[config.mk]
export PLATFORM = sky130hd
export DESIGN_NAME = periodic_stencil_weight_gen
export DESIGN_NICKNAME = d
export VERILOG_FILES = /design/src/rtl/core/psw_pkg.sv /design/src/rtl/core/psw_row_pipe.sv /design/src/rtl/core/periodic_stencil_weight_gen.sv
export SDC_FILE = /design/constraint.sdc
export NUM_CORES = 2
export LEC_CHECK = 0
export BUFFER_PORTS_ARGS = -buffer_cell sky130_fd_sc_hd__buf_4
export CAP_MARGIN = 20
export CORE_MARGIN = 4
export CORE_UTILIZATION = 65
export DETAILED_ROUTE_END_ITERATION = 7
export PLACE_DENSITY_LB_ADDON = 0.12
export SYNTH_ARGS = -nofsm -noshare
export SYNTH_HDL_FRONTEND = slang
export SYNTH_SLANG_ARGS = --single-unit
[constraint.sdc]
create_clock -name clk -period 21.1 [get_ports clk]
set_input_delay 1.055 -clock clk [delete_from_list [all_inputs] [get_ports clk]]
set_output_delay 1.055 -clock clk [all_outputs]
set_load 0.005 [all_outputs]
[src/rtl/core/psw_pkg.sv]
// Shared types, constants and helper functions for the periodic stencil weight generator.
// No dependencies; imported by psw_row_pipe, periodic_stencil_weight_gen, psw_checker and tb.
`default_nettype none

package psw_pkg;

	localparam int LANES = 5;

	// configuration register indexes
	localparam logic [2:0] CFG_SIZE_X     = 3'd0;
	localparam logic [2:0] CFG_SIZE_Y     = 3'd1;
	localparam logic [2:0] CFG_SIZE_Z     = 3'd2;
	localparam logic [2:0] CFG_HALF_WIDTH = 3'd3;
	localparam logic [2:0] CFG_WEIGHTS_ON = 3'd4;

	// one row request from the sequencer
	typedef struct packed {
		logic                   last;
		logic [8:0]             zt;
		logic [8:0]             yt;
		logic [LANES-1:0][8:0]  xt;
		logic [LANES-1:0]       en;
		logic [LANES-1:0][3:0]  d2;
	} row_cmd_t;

	// one finished row
	typedef struct packed {
		logic                   last;
		logic [LANES-1:0][23:0] idx;
		logic [LANES-1:0][15:0] wt;
	} row_out_t;

	// four steps of restoring remainder, one dividend bit per step
	function automatic logic [8:0] mod_step4(input logic [8:0] rem, input logic [3:0] bits,
			input logic [8:0] n);
		logic [8:0] r;
		logic [9:0] t;
		r = rem;
		for (int i = 3; i >= 0; i--) begin
			t = {r, bits[i]};
			if (t >= {1'b0, n}) begin
				t = t - {1'b0, n};
			end
			r = t[8:0];
		end
		return r;
	endfunction

	// r < n, off in -2..2: true periodic wrap of r + off
	function automatic logic [8:0] wrap(input logic [8:0] r, input logic signed [2:0] off,
			input logic [8:0] n);
		logic signed [10:0] v;
		logic signed [10:0] nn;
		logic [8:0]         res;
		v  = signed'({2'b00, r}) + 11'(off);
		nn = signed'({2'b00, n});
		if (n == 9'd1) begin
			res = '0;
		end else if (v < 0) begin
			res = 9'(v + nn);
		end else if (v >= nn) begin
			res = 9'(v - nn);
		end else begin
			res = 9'(v);
		end
		return res;
	endfunction

	function automatic logic [3:0] sq(input logic signed [2:0] off);
		logic [3:0] s;
		case (off)
			3'sd0:          s = 4'd0;
			3'sd1, -3'sd1:  s = 4'd1;
			3'sd2, -3'sd2:  s = 4'd4;
			3'sd3, -3'sd3:  s = 4'd9;
			default:        s = 4'd0;
		endcase
		return s;
	endfunction

	// quartic B-spline weight, Q0.16, by squared distance
	function automatic logic [15:0] wt_lookup(input logic [3:0] d2);
		logic [15:0] w;
		case (d2)
			4'd0:    w = 16'd39253;
			4'd1:    w = 16'd12971;
			4'd2:    w = 16'd3795;
			4'd3:    w = 16'd950;
			4'd4:    w = 16'd171;
			4'd5:    w = 16'd13;
			default: w = 16'd0;
		endcase
		return w;
	endfunction

endpackage

`default_nettype wire

[src/rtl/core/psw_row_pipe.sv]
// Row datapath: registered row request, index products and weight lookup, output register.
// Depends on psw_pkg for row_cmd_t, row_out_t and wt_lookup.
`default_nettype none

module psw_row_pipe import psw_pkg::*; (
	input  wire logic       clk,
	input  wire logic       arst_n,
	input  wire logic       cmd_v,
	input  wire row_cmd_t   cmd,
	input  wire logic [8:0] nx,
	input  wire logic [17:0] nxy,
	input  wire logic       weights_on,
	input  wire logic       out_stall,
	output logic            adv,
	output logic            out_v,
	output row_out_t        out
);

	logic                   v_s3, v_s4;
	row_cmd_t               cmd_s3;
	logic [23:0]            zy_s4;
	logic [17:0]            yy_s4;
	logic [LANES-1:0][8:0]  xt_s4;
	logic [LANES-1:0]       en_s4;
	logic [LANES-1:0][15:0] wt_s4;
	logic                   last_s4;
	logic [26:0]            zprod;
	logic [17:0]            yprod;
	row_out_t               res;

	// whole row pipe holds while a finished row waits
	assign adv = !out_v || !out_stall;

	assign zprod = {18'b0, cmd_s3.zt} * {9'b0, nxy};
	assign yprod = {9'b0, cmd_s3.yt} * {9'b0, nx};

	always_comb begin
		res.last = last_s4;
		for (int l = 0; l < LANES; l++) begin
			res.idx[l] = en_s4[l] ? (zy_s4 + {6'b0, yy_s4} + {15'b0, xt_s4[l]}) : '0;
			res.wt[l]  = wt_s4[l];
		end
	end

	always_ff @(posedge clk or negedge arst_n) begin
		if (!arst_n) begin
			v_s3  <= 1'b0;
			v_s4  <= 1'b0;
			out_v <= 1'b0;
		end else if (adv) begin
			v_s3  <= cmd_v;
			v_s4  <= v_s3;
			out_v <= v_s4;
		end
	end

	always_ff @(posedge clk) begin
		if (adv) begin
			cmd_s3  <= cmd;
			zy_s4   <= zprod[23:0];
			yy_s4   <= yprod;
			xt_s4   <= cmd_s3.xt;
			en_s4   <= cmd_s3.en;
			last_s4 <= cmd_s3.last;
			for (int l = 0; l < LANES; l++) begin
				wt_s4[l] <= (cmd_s3.en[l] && weights_on) ? wt_lookup(cmd_s3.d2[l]) : '0;
			end
			out <= res;
		end
	end

	a_hold: assert property (@(posedge clk) disable iff (!arst_n)
		!adv |=> $stable(v_s3) && $stable(v_s4))
		else $error("row pipe moved while stalled");

	a_shift: assert property (@(posedge clk) disable iff (!arst_n)
		adv |=> out_v == $past(v_s4))
		else $error("row pipe valid lost or invented");

endmodule

`default_nettype wire

[src/rtl/core/periodic_stencil_weight_gen.sv]
// Periodic stencil weight generator: 2*hw+1 squared rows per cell, one row per output transfer.
// An accepted cell passes the two remainder stages and the row sequencer; each row then passes the row pipe registers.
// Throughput: one row per cycle while the output is not stalled; a cell occupies the row sequencer for 1, 9 or 25 rows.
// The next cell is taken in while the previous one is still being expanded.
// Reset clears all valid bits; sizes reset to 1, half width to 1, weights on.
// Depends on psw_pkg and psw_row_pipe.
`default_nettype none

module periodic_stencil_weight_gen import psw_pkg::*; #(
	parameter int MAX_DIM  = 256,
	parameter int MAX_HALF = 2
) (
	input  wire logic        clk,
	input  wire logic        arst_n,
	input  wire logic        cfg_we,
	input  wire logic [2:0]  cfg_index,
	input  wire logic [8:0]  cfg_data,
	input  wire logic        in_valid,
	output logic             in_stall,
	input  wire logic [7:0]  cell_x,
	input  wire logic [7:0]  cell_y,
	input  wire logic [7:0]  cell_z,
	output logic             out_valid,
	input  wire logic        out_stall,
	output logic [23:0]      index_0,
	output logic [23:0]      index_1,
	output logic [23:0]      index_2,
	output logic [23:0]      index_3,
	output logic [23:0]      index_4,
	output logic [15:0]      weight_0,
	output logic [15:0]      weight_1,
	output logic [15:0]      weight_2,
	output logic [15:0]      weight_3,
	output logic [15:0]      weight_4,
	output logic             last_row
);

	localparam logic [10:0] MaxDimW = 11'(MAX_DIM);
	localparam int          HCap    = (MAX_HALF < 2) ? MAX_HALF : 2;

	logic [8:0]  size_x_q, size_y_q, size_z_q;
	logic [1:0]  half_width_q;
	logic        weights_on_q;
	logic [8:0]  nx, ny, nz;
	logic [17:0] nxy_q;
	logic [1:0]  h;
	logic [2:0]  h2;

	logic        v_s1, v_s2, rdy_s1, rdy_s2;
	logic [8:0]  rx_s1, ry_s1, rz_s1;
	logic [3:0]  lx_s1, ly_s1, lz_s1;
	logic [8:0]  rx_s2, ry_s2, rz_s2;

	logic        seq_v_q;
	logic [2:0]  cy_q, cz_q;
	logic [8:0]  rx_q, ry_q, rz_q;
	logic        seq_last, issue, seq_load, adv;
	logic signed [2:0] dy, dz, dx;
	row_cmd_t    cmd;
	logic        row_v;
	row_out_t    row;

	function automatic logic [8:0] eff_size(input logic [8:0] s);
		logic [8:0] e;
		if (s == 9'd0) begin
			e = 9'd1;
		end else if ({2'b00, s} > MaxDimW) begin
			e = 9'(MAX_DIM);
		end else begin
			e = s;
		end
		return e;
	endfunction

	assign nx = eff_size(size_x_q);
	assign ny = eff_size(size_y_q);
	assign nz = eff_size(size_z_q);
	assign h  = ({30'b0, half_width_q} > HCap) ? 2'(HCap) : half_width_q;
	assign h2 = {h, 1'b0};

	always_ff @(posedge clk or negedge arst_n) begin
		if (!arst_n) begin
			size_x_q     <= 9'd1;
			size_y_q     <= 9'd1;
			size_z_q     <= 9'd1;
			half_width_q <= 2'd1;
			weights_on_q <= 1'b1;
		end else if (cfg_we) begin
			unique case (cfg_index)
				CFG_SIZE_X:     size_x_q     <= cfg_data;
				CFG_SIZE_Y:     size_y_q     <= cfg_data;
				CFG_SIZE_Z:     size_z_q     <= cfg_data;
				CFG_HALF_WIDTH: half_width_q <= cfg_data[1:0];
				CFG_WEIGHTS_ON: weights_on_q <= cfg_data[0];
				default: ;
			endcase
		end
	end

	always_ff @(posedge clk) begin
		nxy_q <= {9'b0, nx} * {9'b0, ny};
	end

	// front end: coordinate mod size, four remainder steps per stage
	assign rdy_s2   = !v_s2 || seq_load;
	assign rdy_s1   = !v_s1 || rdy_s2;
	assign in_stall = !rdy_s1;

	always_ff @(posedge clk or negedge arst_n) begin
		if (!arst_n) begin
			v_s1 <= 1'b0;
			v_s2 <= 1'b0;
		end else begin
			if (rdy_s1) v_s1 <= in_valid;
			if (rdy_s2) v_s2 <= v_s1;
		end
	end

	always_ff @(posedge clk) begin
		if (rdy_s1 && in_valid) begin
			rx_s1 <= mod_step4('0, cell_x[7:4], nx);
			ry_s1 <= mod_step4('0, cell_y[7:4], ny);
			rz_s1 <= mod_step4('0, cell_z[7:4], nz);
			lx_s1 <= cell_x[3:0];
			ly_s1 <= cell_y[3:0];
			lz_s1 <= cell_z[3:0];
		end
		if (rdy_s2 && v_s1) begin
			rx_s2 <= mod_step4(rx_s1, lx_s1, nx);
			ry_s2 <= mod_step4(ry_s1, ly_s1, ny);
			rz_s2 <= mod_step4(rz_s1, lz_s1, nz);
		end
	end

	// row sequencer: z outer, y inner
	assign seq_last = (cz_q == h2) && (cy_q == h2);
	assign issue    = seq_v_q && adv;
	assign seq_load = v_s2 && (!seq_v_q || (issue && seq_last));

	always_ff @(posedge clk or negedge arst_n) begin
		if (!arst_n) begin
			seq_v_q <= 1'b0;
			cy_q    <= '0;
			cz_q    <= '0;
		end else if (seq_load) begin
			seq_v_q <= 1'b1;
			cy_q    <= '0;
			cz_q    <= '0;
		end else if (issue) begin
			if (seq_last) begin
				seq_v_q <= 1'b0;
			end else if (cy_q == h2) begin
				cy_q <= '0;
				cz_q <= cz_q + 3'd1;
			end else begin
				cy_q <= cy_q + 3'd1;
			end
		end
	end

	always_ff @(posedge clk) begin
		if (seq_load) begin
			rx_q <= rx_s2;
			ry_q <= ry_s2;
			rz_q <= rz_s2;
		end
	end

	assign dy = 3'(cy_q - {1'b0, h});
	assign dz = 3'(cz_q - {1'b0, h});

	always_comb begin
		dx       = '0;
		cmd.last = seq_last;
		cmd.yt   = wrap(ry_q, dy, ny);
		cmd.zt   = wrap(rz_q, dz, nz);
		for (int l = 0; l < LANES; l++) begin
			dx         = 3'(3'(l) - {1'b0, h});
			cmd.en[l]  = 3'(l) <= h2;
			cmd.xt[l]  = wrap(rx_q, dx, nx);
			cmd.d2[l]  = sq(dx) + sq(dy) + sq(dz);
		end
	end

	psw_row_pipe u_rows (
		.clk        (clk),
		.arst_n     (arst_n),
		.cmd_v      (seq_v_q),
		.cmd        (cmd),
		.nx         (nx),
		.nxy        (nxy_q),
		.weights_on (weights_on_q),
		.out_stall  (out_stall),
		.adv        (adv),
		.out_v      (row_v),
		.out        (row)
	);

	assign out_valid = row_v;
	assign index_0   = row.idx[0];
	assign index_1   = row.idx[1];
	assign index_2   = row.idx[2];
	assign index_3   = row.idx[3];
	assign index_4   = row.idx[4];
	assign weight_0  = row.wt[0];
	assign weight_1  = row.wt[1];
	assign weight_2  = row.wt[2];
	assign weight_3  = row.wt[3];
	assign weight_4  = row.wt[4];
	assign last_row  = row.last;

	a_cnt_range: assert property (@(posedge clk) disable iff (!arst_n)
		seq_v_q |-> (cy_q <= h2) && (cz_q <= h2))
		else $error("row counters beyond stencil width");

	a_front_hold: assert property (@(posedge clk) disable iff (!arst_n)
		v_s2 && !seq_load |=> v_s2)
		else $error("front-end cell dropped before sequencer load");

	a_seq_done: assert property (@(posedge clk) disable iff (!arst_n)
		issue && seq_last && !v_s2 |=> !seq_v_q)
		else $error("sequencer still busy after last row");

endmodule

`default_nettype wire

; ---- Yosys cells after proc, flatten, opt, wreduce, memory -nomap -nowiden
; Cells that the tools add are included.
[totals]
reg_bits = 616
[op_classes]
add_sub_neg = 70
mul = 3
order_cmp = 47
n_eq_ne = 77
n_mux = 86
n_reduce_logical = 62
[op_table]
columns = op, count
row1 = $mux 9, 62
row2 = $pmux 16 s6, 5
row3 = $sub 9x9->9, 28
row4 = $ge 10x9->1, 21
row5 = $add 24x9->24, 5
row6 = $pmux 4 s3, 7
row7 = $add 10x3->11, 7
row8 = $ge 11x10->1, 7
row9 = $lt 11x1->1 const B, 7
row10 = $eq 3x3->1 const B, 22
row11 = $add 9x9->9, 7
row12 = $eq 3x2->1 const B, 16
row13 = $reduce_or 2->1, 21
row14 = $add 4x4->4, 10
row15 = $eq 4x2->1 const B, 10
row16 = $eq 4x3->1 const B, 10
row17 = $mul 9x9->18, 2
row18 = $eq 9x1->1 const B, 3
row19 = $ge 1x9->1, 3
row20 = $gt 9x9->1 const B, 3
row21 = $logic_not 9->1, 3
row22 = $sub 1x9->9, 3
row23 = $add 24x18->24, 1
row24 = $eq 3x1->1 const B, 8
row25 = 24 further kinds, 74

; ---- Depth between registers and ports, before layout
[logic_depth]
word_depth = 19
depth_mapped = 46
mapped_depth_nobuf = 42

; ---- By module
; Synthesis repeated with hierarchy kept, for this count alone.
[hier_totals]
cells_unflattened = 5190
area_unflattened_um2 = 51819.7
[modules_own_cells]
columns = mod, instances, cells_per_inst, area_each_um2, seq_area_each_um2
row1 = periodic_stencil_weight_gen, 1, 3044, 26006.2, 4135.2
row2 = psw_row_pipe, 1, 2146, 25813.5, 13077.5

; ---- Worst setup path before layout
; OpenSTA, ideal clock, no wires.
[synth_path]
path_kind = input -> register
startpoint = in out_stall
endpoint = reg u_rows.v_s4
setup_time_ns = 0.110
arrival_ns = 10.684
required_ns = 20.990
slack_ns = 10.307
path_stages = 3
path_buffers = 0
cell_sequence = and2_1 -> inv_1 -> mux2_2
[synth_via]
elab_chain_cells = 2
[synth_rtl]
columns = item, line_no
row1 = from (decl), periodic_stencil_weight_gen.sv:24  ; input wire logic out_stall,
row2 = $logic_not 1->1, psw_row_pipe.sv:32  ; assign adv = !out_v || !out_stall;
row3 = $logic_or 1x1->1, psw_row_pipe.sv:32
row4 = net adv, periodic_stencil_weight_gen.sv:57  ; logic seq_last, issue, seq_load, adv;
row5 = to (signal assigned), psw_row_pipe.sv:52  ; v_s4 <= v_s3;
row6 = to (decl), psw_row_pipe.sv:19  ; logic v_s3, v_s4;
; The timed path passes the listed nets, and every way through them passes these cells.
; A chain may end at the register's enable or synchronous reset.

; ---- Worst setup path after layout
[layout_path]
startpoint = reg size_z_q[7]
endpoint = reg rz_s2[5], data pin
[layout_via]
elab_chain_cells = 14
[layout_rtl]
columns = item, line_no
row1 = from (decl), periodic_stencil_weight_gen.sv:41  ; logic [8:0] size_x_q, size_y_q, size_z_q;
row2 = from (signal assigned), periodic_stencil_weight_gen.sv:92  ; CFG_SIZE_Z: size_z_q <= cfg_data;
row3 = $gt 9x9->1, periodic_stencil_weight_gen.sv:67  ; end else if ({2'b00, s} > MaxDimW) begin
row4 = $mux 9, periodic_stencil_weight_gen.sv:67
row5 = $mux 9 *, periodic_stencil_weight_gen.sv:65  ; if (s == 9'd0) begin
row6 = $sub 9x9->9 or $ge 10x9->1 (tied branches), "psw_pkg.sv:42, psw_pkg.sv:41"
row7 = $mux 9, psw_pkg.sv:41  ; if (t >= {1'b0, n}) begin
row8 = $mux 9, periodic_stencil_weight_gen.sv:128  ; if (rdy_s2 && v_s1) begin
row9 = $sub 9x9->9 or $ge 10x9->1 (tied branches), "psw_pkg.sv:42, psw_pkg.sv:41"
row10 = $mux 9, psw_pkg.sv:41
row11 = $mux 9, periodic_stencil_weight_gen.sv:128
row12 = $sub 9x9->9 or $ge 10x9->1 (tied branches), "psw_pkg.sv:42, psw_pkg.sv:41"
row13 = $mux 9, psw_pkg.sv:41
row14 = $mux 9, periodic_stencil_weight_gen.sv:128
row15 = $sub 9x9->9 or $ge 10x9->1 (tied branches), "psw_pkg.sv:42, psw_pkg.sv:41"
row16 = $mux 9 *, psw_pkg.sv:41
row17 = to (signal assigned), periodic_stencil_weight_gen.sv:131  ; rz_s2 <= mod_step4(rz_s1, lz_s1, nz);
row18 = to (decl), periodic_stencil_weight_gen.sv:52  ; logic [8:0] rx_s2, ry_s2, rz_s2;
; Mark *: on every way between the ends. The rest lies on a longest branch, timed or not. The select of a mux whose other input is x is not followed.

==> key figures <==
Run status
  • Status: complete, no violations

Routing
  • Drt first pass iters: 5
  • Antenna violation net count after detailed routing: 0
  • DRC Markers: 0
  • DRT iter0 DRCs: 2792
  • WL per Instance: ~19 um
  • DR vias/cell: between 5 and 6
  • Total number of vias: about 38000
  • Total wire length: about 120000 um

Clocking
  • Post-CTS resize count: 0
  • Root buf cell: clkbuf_16
  • Max Root-Sink Buffers: 3
  • Total CTS buffers: between 60 and 70
  • Latest clock arrival within the worst-skew pair: roughly 0.62 ns
  • Worst-path clk slew: roughly 0.060 ns
  • CTS H-tree lvls: 3
  • CTS Hold Bufs: 0
  • Postcts setup bufs: 0
  • CTS tree: yes
  • CTS sink cnt: about 580

STA
  • Layout Skew: 0.0316 ns
  • Crit share post-route: between 40% and 50%
  • Final Hold Fails: 0
  • RSZ-0062 raised after global routing: false
  • Fin crit period: a little over 10 ns
  • F_max: roughly 0.1 GHz
  • Max-slew violations: 0
  • Final setup fails: 0
  • Worst-Margin Slew: 1.11 ns
  • Slew HR: around a quarter
  • Setup_tns: 0 ns

GRT
  • Grt total ovfl: 0
  • Initial antenna violation count: 1
  • Grt met2 use: about half
  • Busiest grt layer: met2
  • Vias in the first global route: 37400
  • First-pass GRT wire length: roughly 200000 um
  • Met1 GRT Util: 39.3%
  • Grt met3 use: about 4.2%
  • GR Util All Layers: 29.4%
  • Largest net degree at the start of global routing: 110

Layout
  • Fraction of layout cells with a size suffix above 1: 10.5%
  • Final std cells w/o fill: roughly 6300
  • Ant diodes: 0
  • Syn-to-layout area delta: 10.4%
  • Net count reported at finish: 6095

Yosys
  • Synth Area per Inst: about 10 sq um
  • Area leader, netlist: edfxtp_1
  • Synth Warn #: 0
  • Most common cell in the synthesized netlist: ha_1
  • Seq/Total Area, Yosys: roughly a third
  • Ys flop type: edfxtp_1
  • Post-synthesis cell type count: 96
  • Most instantiated cells after synthesis: ha_1 (535), edfxtp_1 (519), inv_1 (483)
  • Post-synthesis register bit count: 579
  • Top cell type's share of synthesized area: between 30% and 40%
  • Async SR Flop Fraction: roughly 7.3%
  • Mapped Cells: approximately 5000
  • Cell Area, Synth: slightly above 50000 sq um
  • Largest cells by area after synthesis: edfxtp_1 (31%), ha_1 (13%), fa_1 (11%)
  • Number of flops mapped to enable cells by yosys: slightly above 500

Placed design
  • Gpl congestion: a little over 0.9
  • Placed cell count: about 6200
  • I/O Buffers: around 240
  • Final HPWL from detailed placement: around 91000 um

Critical path
  • WP data required: 21.45 ns
  • Worst R2R Setup Slack: 10.88 ns
  • CP Launch Type: register
  • Worst Path Max Fanout: 15
  • Critical path's largest stage delay: 0.70 ns
  • Critical path's slowest cell: a21oi_1
  • WP data arrival: around 11 ns
  • Kind of critical path: reg2reg
  • Crit end category: register
  • Most used cell, CP: a21oi_1

Floorplan
  • Ports: between 200 and 250
  • Die H: roughly 290 um
  • Initial Util: between 60% and 70%
  • Num rows: just over 100
  • Core area: 76300 sq um
  • Die width: 286 um
  • Die area: 81900 sq um

Hold path
  • Hold Path Class: reg2reg

Run
  • Max Cap Violations: 0
## placed cells by master, fill, tap and decap left out, types with 43 or more instances in the layout
cell and instances:
a21o_1 130, a21oi_1 323, edfxtp_1 519, o21bai_1 91, xor2_1 125, buf_4 293
xnor2_1 267, nand2b_1 70, nand3_1 70, o21ai_0 193, ha_1 535, nor3_1 96
nand4_1 43, clkbuf_16 69, inv_1 482, nor2b_1 90, nand2_1 388, and2_1 197
mux2i_1 59, fa_1 264, mux2_2 94, nor2_1 351
## layer usage
metal,vias up,wire [um]
met2,1300,57300
met1,18000,51000
met4,2,4420
li1,18000,-
met3,262,8590
met5,-,13
## area by class of cell
type / count / area (sq um)
Tap cell: 1030 / 1290
Clock inverter: 42 / 546
Fill cell: 5655 / 20800
Timing Repair Buffer: 294 / 2200
Multi-Input combinational cell: 3823 / 30900
Inverter: 491 / 1850
Sequential cell: 579 / 17000
Clock buffer: 79 / 1770
## sequential cells by signal (all words and copies together) (netlist names), 18 cells and up
name / flops
u_rows.xt_s4: 45
u_rows.res: 65
u_rows.zy_s4: 24
nxy_q: 18
u_rows.out: 186
u_rows.cmd_s3: 83
u_rows.yy_s4: 18
## worst paths after layout
path | startpoint | endpoint | cells past startpoint
setup / recovery | size_z_q[7] | rz_s2[5] | 40
hold / removal | u_rows.res[69] | u_rows.out[69] | 0
setup reg to reg | size_z_q[7] | rz_s2[5] | 40
hold reg to reg | u_rows.res[69] | u_rows.out[69] | 0
max in group asynchronous | arst_n | size_x_q[1] | 1
min in group asynchronous | arst_n | v_s1 | 1
## worst max-delay path, delay by kind of cell (launching register included)
kind            cells  cell delay (ns)
simple gates       11             2.12
flops               1             0.40
mux                 3             0.99
fa+ha+maj           5             1.65
compound gates     18             4.29
buf+inv             3             0.51
## stage by stage
step                util (%)  cell area (sq um)  hold WS [ns]  setup slack, ns
floorplan                  -              50400         0.400            10.31
global placement        69.7              53200         0.401            11.09
detailed placement      69.7              53200         0.405            10.93
CTS                     72.8              55500         0.401            10.88
global route            72.8              55600         0.402             9.90
finish                  72.8              55600         0.404            10.88
## logic make-up (layout without fill, tap and decap cells)
group	count (synthesis)	in the layout	share of synthesized area, %
AO/OA/AOI/OAI	1004	1004	12.9
XOR/XNOR	392	392	6.82
adder cells (fa/ha/maj)	799	799	23.8
buffers and inverters	645	906	5.01
flip-flops	579	579	33.8
multiplexers	160	160	3.43
other	1	14	0.00745
AND/OR/NAND/NOR	1454	1454	14.3
Power is not shown: default switching activity piles up to over one toggle a cycle in this logic, so the estimate is an artifact.
